`src/sv/assert_macros.svh`:
```
// assertion helpers shared by the rtl
`ifndef ASSERT_MACROS_SVH
`define ASSERT_MACROS_SVH

// same-cycle implication
`define ASSERT_IMPL(lbl, clk, rst, ante, cons) \
  lbl: assert property (@(posedge clk) disable iff (rst) (ante) |-> (cons)) \
    else $error("assertion failed");

// next-cycle implication
`define ASSERT_NEXT(lbl, clk, rst, ante, cons) \
  lbl: assert property (@(posedge clk) disable iff (rst) (ante) |=> (cons)) \
    else $error("assertion failed");

`endif

```
`src/sv/imu_rvc_pkg.sv`:
```
package imu_rvc_pkg;

  localparam logic [7:0] HDR_BYTE = 8'hAA;
  localparam int PAYLOAD_LEN = 16;
  localparam int IDX_W = $clog2(PAYLOAD_LEN);
  localparam int CNT_W = IDX_W + 1;

  typedef enum logic [1:0] {
    PH_HUNT1 = 2'd0,
    PH_HUNT2 = 2'd1,
    PH_DATA  = 2'd2,
    PH_CSUM  = 2'd3
  } phase_t;

  typedef struct packed {
    logic               checksum_ok;
    logic signed [15:0] accel_z_mg;
    logic signed [15:0] accel_y_mg;
    logic signed [15:0] accel_x_mg;
    logic signed [15:0] roll_centideg;
    logic signed [15:0] pitch_centideg;
    logic signed [15:0] yaw_centideg;
    logic [7:0]         frame_index;
  } result_t;

endpackage

```
`src/sv/imu_rvc_parser.sv`:
```
`include "assert_macros.svh"

module imu_rvc_parser (
  input  logic                   clk,
  input  logic                   rst,
  input  logic                   byte_valid,
  input  logic [7:0]             rx_byte,
  output logic                   res_valid,
  output imu_rvc_pkg::result_t   res
);

  imu_rvc_pkg::phase_t           phase;
  imu_rvc_pkg::phase_t           phase_next;
  logic [imu_rvc_pkg::CNT_W-1:0] count;
  logic [imu_rvc_pkg::CNT_W-1:0] count_next;
  logic [7:0]                    running_sum;
  logic [7:0]                    running_sum_next;
  logic [7:0]                    store [imu_rvc_pkg::PAYLOAD_LEN];
  logic                          sum_match;

  always_ff @(posedge clk) begin
    if (rst) begin
      phase       <= imu_rvc_pkg::PH_HUNT1;
      count       <= '0;
      running_sum <= '0;
    end else if (byte_valid) begin
      phase       <= phase_next;
      count       <= count_next;
      running_sum <= running_sum_next;
    end
  end

  // payload store, no reset
  always_ff @(posedge clk) begin
    if (byte_valid && phase == imu_rvc_pkg::PH_DATA) begin
      store[count[imu_rvc_pkg::IDX_W-1:0]] <= rx_byte;
    end
  end

  always_comb begin
    phase_next       = phase;
    count_next       = count;
    running_sum_next = running_sum;
    case (phase)
      imu_rvc_pkg::PH_HUNT1: begin
        if (rx_byte == imu_rvc_pkg::HDR_BYTE) phase_next = imu_rvc_pkg::PH_HUNT2;
      end
      imu_rvc_pkg::PH_HUNT2: begin
        if (rx_byte == imu_rvc_pkg::HDR_BYTE) begin
          phase_next       = imu_rvc_pkg::PH_DATA;
          count_next       = '0;
          running_sum_next = '0;
        end else begin
          phase_next = imu_rvc_pkg::PH_HUNT1;
        end
      end
      imu_rvc_pkg::PH_DATA: begin
        running_sum_next = running_sum + rx_byte;
        count_next       = count + 1'b1;
        if (count_next == imu_rvc_pkg::CNT_W'(imu_rvc_pkg::PAYLOAD_LEN)) begin
          phase_next = imu_rvc_pkg::PH_CSUM;
        end
      end
      imu_rvc_pkg::PH_CSUM: begin
        phase_next       = imu_rvc_pkg::PH_HUNT1;
        count_next       = '0;
        running_sum_next = '0;
      end
      default: begin
        phase_next = imu_rvc_pkg::PH_HUNT1;
      end
    endcase
  end

  assign sum_match = (running_sum == rx_byte);
  assign res_valid = byte_valid && (phase == imu_rvc_pkg::PH_CSUM);

  // fields are zero on a checksum mismatch
  always_comb begin
    res = '0;
    if (sum_match) begin
      res.frame_index    = store[0];
      res.yaw_centideg   = {store[2], store[1]};
      res.pitch_centideg = {store[4], store[3]};
      res.roll_centideg  = {store[6], store[5]};
      res.accel_x_mg     = {store[8], store[7]};
      res.accel_y_mg     = {store[10], store[9]};
      res.accel_z_mg     = {store[12], store[11]};
      res.checksum_ok    = 1'b1;
    end
  end

  `ASSERT_IMPL(csum_after_full_payload, clk, rst, phase == imu_rvc_pkg::PH_CSUM,
    count == imu_rvc_pkg::CNT_W'(imu_rvc_pkg::PAYLOAD_LEN))
  `ASSERT_IMPL(data_count_in_range, clk, rst, phase == imu_rvc_pkg::PH_DATA,
    count < imu_rvc_pkg::CNT_W'(imu_rvc_pkg::PAYLOAD_LEN))

endmodule

```
`src/sv/imu_rvc_out_buf.sv`:
```
`include "assert_macros.svh"

module imu_rvc_out_buf (
  input  logic                 clk,
  input  logic                 rst,
  input  logic                 in_valid,
  input  imu_rvc_pkg::result_t in_data,
  output logic                 in_ready,
  output logic                 out_valid,
  input  logic                 out_ready,
  output imu_rvc_pkg::result_t out_data
);

  logic                 main_valid;
  imu_rvc_pkg::result_t main_data;
  logic                 sk_valid;
  imu_rvc_pkg::result_t sk_data;
  logic                 main_free;

  assign main_free = !main_valid || out_ready;
  assign in_ready  = !sk_valid;
  assign out_valid = main_valid;
  assign out_data  = main_data;

  always_ff @(posedge clk) begin
    if (rst) begin
      main_valid <= 1'b0;
      sk_valid   <= 1'b0;
    end else if (main_free) begin
      if (sk_valid) begin
        main_valid <= 1'b1;
        sk_valid   <= 1'b0;
      end else begin
        main_valid <= in_valid;
      end
    end else if (in_valid && !sk_valid) begin
      sk_valid <= 1'b1;
    end
  end

  always_ff @(posedge clk) begin
    if (main_free) begin
      main_data <= sk_valid ? sk_data : in_data;
    end
    if (!main_free && !sk_valid) begin
      sk_data <= in_data;
    end
  end

  `ASSERT_IMPL(skid_implies_main, clk, rst, sk_valid, main_valid)
  `ASSERT_NEXT(skid_held_on_stall, clk, rst, sk_valid && !out_ready, sk_valid)

endmodule

```
`src/sv/imu_rvc_frame_parser_unit.sv`:
```
// imu report frame parser
// s_* channel: one received serial byte per transaction, s_tdata[7:0] = rx_byte.
// frames are two 0xaa header bytes, 16 payload bytes and a checksum byte; a
// bad second header byte sends the parser back to hunting.
// m_* channel: one transaction per frame, issued on its checksum byte.
// m_tdata from bit 0 up: frame_index, yaw, pitch, roll, accel x, y, z
// (16-bit signed words); m_tuser = checksum_ok. on a mismatch all data
// fields are zero.
// throughput: one byte per cycle while s_tready is high; every byte is handled
// by a single pass of the parser state update.
// the result of a frame is registered into the output buffer when its checksum byte is taken.
// a two-entry output buffer (result register plus skid) keeps s_tready high
// while a result waits; s_tready drops only when both entries are full.
// reset clears the parser to hunting and empties the output buffer; payload
// storage is rewritten by every frame and has no reset.
module imu_rvc_frame_parser_unit (
  input  logic         clk,
  input  logic         rst,
  input  logic         s_tvalid,
  output logic         s_tready,
  input  logic [7:0]   s_tdata,   // rx_byte
  output logic         m_tvalid,
  input  logic         m_tready,
  output logic [103:0] m_tdata,   // frame_index, yaw, pitch, roll, accel_x, accel_y, accel_z
  output logic         m_tuser    // checksum_ok
);

  logic                 byte_valid;
  logic                 res_valid;
  imu_rvc_pkg::result_t res;
  imu_rvc_pkg::result_t out_res;

  assign byte_valid = s_tvalid && s_tready;

  imu_rvc_parser u_parser (
    .clk        (clk),
    .rst        (rst),
    .byte_valid (byte_valid),
    .rx_byte    (s_tdata),
    .res_valid  (res_valid),
    .res        (res)
  );

  imu_rvc_out_buf u_out_buf (
    .clk       (clk),
    .rst       (rst),
    .in_valid  (res_valid),
    .in_data   (res),
    .in_ready  (s_tready),
    .out_valid (m_tvalid),
    .out_ready (m_tready),
    .out_data  (out_res)
  );

  assign m_tdata = {out_res.accel_z_mg, out_res.accel_y_mg, out_res.accel_x_mg,
                    out_res.roll_centideg, out_res.pitch_centideg,
                    out_res.yaw_centideg, out_res.frame_index};
  assign m_tuser = out_res.checksum_ok;

endmodule

```
`config.mk`:
```
export PLATFORM = sky130hd
export DESIGN_NAME = imu_rvc_frame_parser_unit
export DESIGN_NICKNAME = d
export VERILOG_FILES = /design/src/sv/imu_rvc_pkg.sv /design/src/sv/imu_rvc_parser.sv /design/src/sv/imu_rvc_out_buf.sv /design/src/sv/imu_rvc_frame_parser_unit.sv
export VERILOG_INCLUDE_DIRS = /design/src /design/src/sv
export SDC_FILE = /design/constraint.sdc
export NUM_CORES = 1
export LEC_CHECK = 0
export ABC_AREA = 0
export BUFFER_PORTS_ARGS = -buffer_cell sky130_fd_sc_hd__buf_2
export CORE_MARGIN = 10
export CORE_UTILIZATION = 45
export CTS_CLUSTER_DIAMETER = 60
export DETAILED_ROUTE_END_ITERATION = 12
export GPL_ROUTABILITY_DRIVEN = 0
export SLEW_MARGIN = 5
export SYNTH_ARGS = -nofsm -noshare
export SYNTH_HDL_FRONTEND = slang
export SYNTH_SLANG_ARGS = --single-unit
```
`constraint.sdc`:
```
create_clock -name clk -period 23.4 [get_ports clk]
set_input_delay 2.34 -clock clk [delete_from_list [all_inputs] [get_ports clk]]
set_output_delay 2.34 -clock clk [all_outputs]
set_load 0.01 [all_outputs]
```
==> results.py <==
metrics = {
    "outcome": {
        "status": "complete, no violations",
    },
    "power_and_ir_drop": {
        "p_clk_share_pct": 45.7,
        "cellPowerDensity_nw_per_um2": 81.7,
        "total_leakage_power_uw": 0.00606,
        "p_int_uw": 977,
        "switching_share_pct": 18.7,
        "p_sw_uw": 224,
        "vdd_drop_max_mv": 0.0528,
        "power_uw": 1200,
        "combPwrFrac_pct": 0.9,
        "sequentialPowerShare_pct": 53.4,
    },
    "route": {
        "drc": 0,
        "drt-pass1-iter-count": 4,
        "wl_per_cell_um": 19.9,
        "drt_iter0_drc": 441,
        "via_per_inst": 5.02,
        "ant_nets": 0,
        "via_count": 6176,
        "drt-total-wl_mm": 24.5,
    },
    "cts": {
        "postCtsHoldBufs": 0,
        "ctsResizeCount": 0,
        "root_buffer": "clkbuf_16",
        "clk_pin_slew_ns": 0.06,
        "cts_made_buffers": 35,
        "cts.path.max_buffers": 3,
        "cts_setup_buffers": 0,
        "clk_latency_ns": 0.51,
        "h-tree-depth": 2,
        "cts_tree": "yes",
        "cts.sinks": 331,
    },
    "floorplanning": {
        "core_area_um2": 27700,
        "chipWidth_um": 187,
        "fp.dieH_um": 187,
        "num_rows": 61,
        "ios": 119,
        "dieArea_um2": 35000,
        "start_util_pct": 45.4,
    },
    "flow_run": {
        "drv_cap": 0,
    },
    "logic_synthesis": {
        "synth-seq-area-share_pct": 77.7,
        "synthArstFlopShare_pct": 0,
        "yosys_register_bits": 331,
        "avgSynthCellArea_um2": 18.2,
        "synth_cells": 692,
        "ys_warn_count": 0,
        "synth_edf_count": 314,
        "syn-cell-area_um2": 12600,
        "yosysUniqueCellTypes": 41,
        "synth_fp_nets": 716,
        "ys.flop_type": "edfxtp_1",
    },
    "global_route": {
        "grt_max_degree": 75,
        "grt_first_pass_wirelength_mm": 38.0,
        "grtUsageTotal_pct": 13.8,
        "antenna_found_initial": 1,
        "grt_overflow": 0,
        "grt_pass1_vias": 6486,
    },
    "hold_path": {
        "hold_path_depth": 2,
        "worstHoldEndpoint": "u_parser.running_sum[6]$_SDFFE_PP0P_",
        "worstHoldStart": "u_parser.running_sum[6]$_SDFFE_PP0P_",
        "hold_path_class": "flop to flop",
    },
    "sta": {
        "max-slew-margin-rel_pct": 23.3,
        "period_minus_slack_ns": 4.32,
        "post-route-period-util_pct": 18.5,
        "fmax_mhz": 232,
        "fin_hold_ws_ns": 0.517,
        "worstMarginPinSlew_ns": 1.14,
        "slew_viol_final": 0,
        "fin_tns_setup_ns": 0,
        "hold_viol": 0,
        "rsz0062_at_grt": "false",
        "clock_skew_ns": 0.0227,
        "setup_violations": 0,
    },
    "setup_path": {
        "cp-end-kind": "flop",
        "path_class": "input pin to flop",
        "path_max_fanout": 65,
        "r2r_slack_ns": 20.55,
        "arrival_ns": 4.68,
        "startpoint_type": "input pin",
        "cp.required_ns": 23.76,
        "timing.rr.end": "u_parser.store[0][3]$_DFFE_PP_",
        "r2r_cells": 4,
    },
    "layout": {
        "fillers": 2213,
        "postLayoutCellArea_um2": 14700,
        "fin_nets": 851,
        "drive_gt1_share_pct": 33.7,
        "multi_input_area_um2": 2650,
        "seqCellArea_um2": 9770,
        "area_delta_synth_final_pct": 17.0,
        "diodes": 0,
        "stdcell_count": 1230,
    },
    "placement": {
        "port_buffers": 118,
        "placed_cells": 1168,
        "dpl_cell_area_um2": 13600,
        "dp_hpwl_mm": 14.7,
    },
}
-- power by group through the flow --
stage	registers [µW]	logic, µW	clock network (µW)
2_1_floorplan	655	3.31	0
3_3_place_gp	654	11.1	0
3_5_place_dp	654	11.1	0
4_1_cts	642	11.1	561
5_1_grt	641	11.7	584
6_report	642	10.8	549
-- worst max-delay path, cell delays in order --
cell and delay, ns:
buf_2 0.40, ha_1 0.39, nor4_2 0.27, nand2_1 0.13
nor4_4 0.19, buf_4 0.49, and2_1 0.25, mux2_2 0.16
-- stage by stage --
stage               setup slack [ns]  utilization (%)
floorplan                      13.20                -
global placement               18.60             48.9
detailed placement             18.54             48.9
CTS                            19.06             53.1
global route                   18.95             53.1
finish                         19.08             53.1
-- kinds of logic after synthesis --
family                     share of synthesized area [%]
DFF                                                 77.7
and+or+nand+nor                                     7.96
muxes                                               9.57
AOI/OAI and AO/OA                                   1.71
buffers and inverters                               1.28
adders and majority gates                           1.25
xor gates and xnor gates                           0.488
-- state kept, by name (all words and copies together), names as in the netlist, named ones only --
register / flops
u_parser.phase: 1
u_out_buf.sk_data: 105
u_parser.running_sum: 8
u_out_buf.out_valid: 1
u_out_buf.out_data: 105
u_out_buf.sk_valid: 1
u_parser.count: 5
u_parser.store: 104
-- how the worst max path moves through the flow --
stage                          start                                 to  slack [ns]  depth (start not counted)
after floorplan             m_tready     u_out_buf.sk_data[0]$_DFFE_PP_       13.20                          2
after global placement      m_tready    u_out_buf.sk_data[93]$_DFFE_PP_       18.60                          5
after detailed placement    m_tready    u_out_buf.sk_data[94]$_DFFE_PP_       18.54                          5
after CTS                   m_tready    u_out_buf.sk_data[95]$_DFFE_PP_       19.06                          5
after global routing      s_tdata[5]  u_out_buf.out_data[101]$_DFFE_PP_       18.95                          8
final                     s_tdata[5]   u_out_buf.out_data[88]$_DFFE_PP_       19.08                          8
-- routing by layer --
metal | share of wire [%] | vias to the layer above | global-route usage (%)
met5 | 0.029 | - | 0
met3 | 5.2 | 40 | 2.80
li1 | - | 2890 | -
met1 | 42 | 3099 | 17.0
met4 | 1.8 | 2 | 4.16
met2 | 51 | 145 | 23.9
-- cells in the final DEF (no fill, tap or decap), types with 6 or more instances in the layout --
cell,netlist,layout
buf_2,3,118
clkbuf_16,0,37
clkinv_2,0,7
a21oi_1,9,9
dfxtp_1,17,17
buf_4,0,8
mux2_2,105,105
and2_1,104,104
edfxtp_1,314,314
nand2_1,13,13
nor2_1,22,21
nor3_1,6,6
ha_1,11,11
clkinv_1,0,7
-- cell type report --
type | instances | area share [%]
flip-flops and latches | 331 | 66.4
well taps | 378 | 3.22
clock inverters | 20 | 1.37
multi-input cells | 329 | 18.0
clock buffers | 42 | 6.42
repair buffers | 126 | 4.42
inverters | 4 | 0.119
-- Yosys cell counts (2+ instances only) --
cell type	count	share of area, %
a211oi_1	2	0.12
a21o_1	3	0.18
a21oi_1	9	0.36
a22oi_1	5	0.30
a31oi_1	4	0.20
and2_1	104	5.2
buf_2	3	0.12
buf_6	5	0.45
clkbuf_1	19	0.57
dfxtp_1	17	2.7
edfxtp_1	314	75
ha_1	11	1.1
inv_1	3	0.090
mux2_2	105	9.4
mux2i_1	2	0.16
nand2_1	13	0.39
nand2b_1	6	0.30
nand3_1	4	0.16
nand3b_1	2	0.12
nand4_1	2	0.10
nor2_1	22	0.66
nor3_1	6	0.24
nor4bb_1	2	0.16
o21ai_0	4	0.16
or3_1	3	0.15
or4_1	2	0.12
xnor2_1	4	0.28
xor2_1	3	0.21
Note: power is estimated with default switching activity, not from simulation.
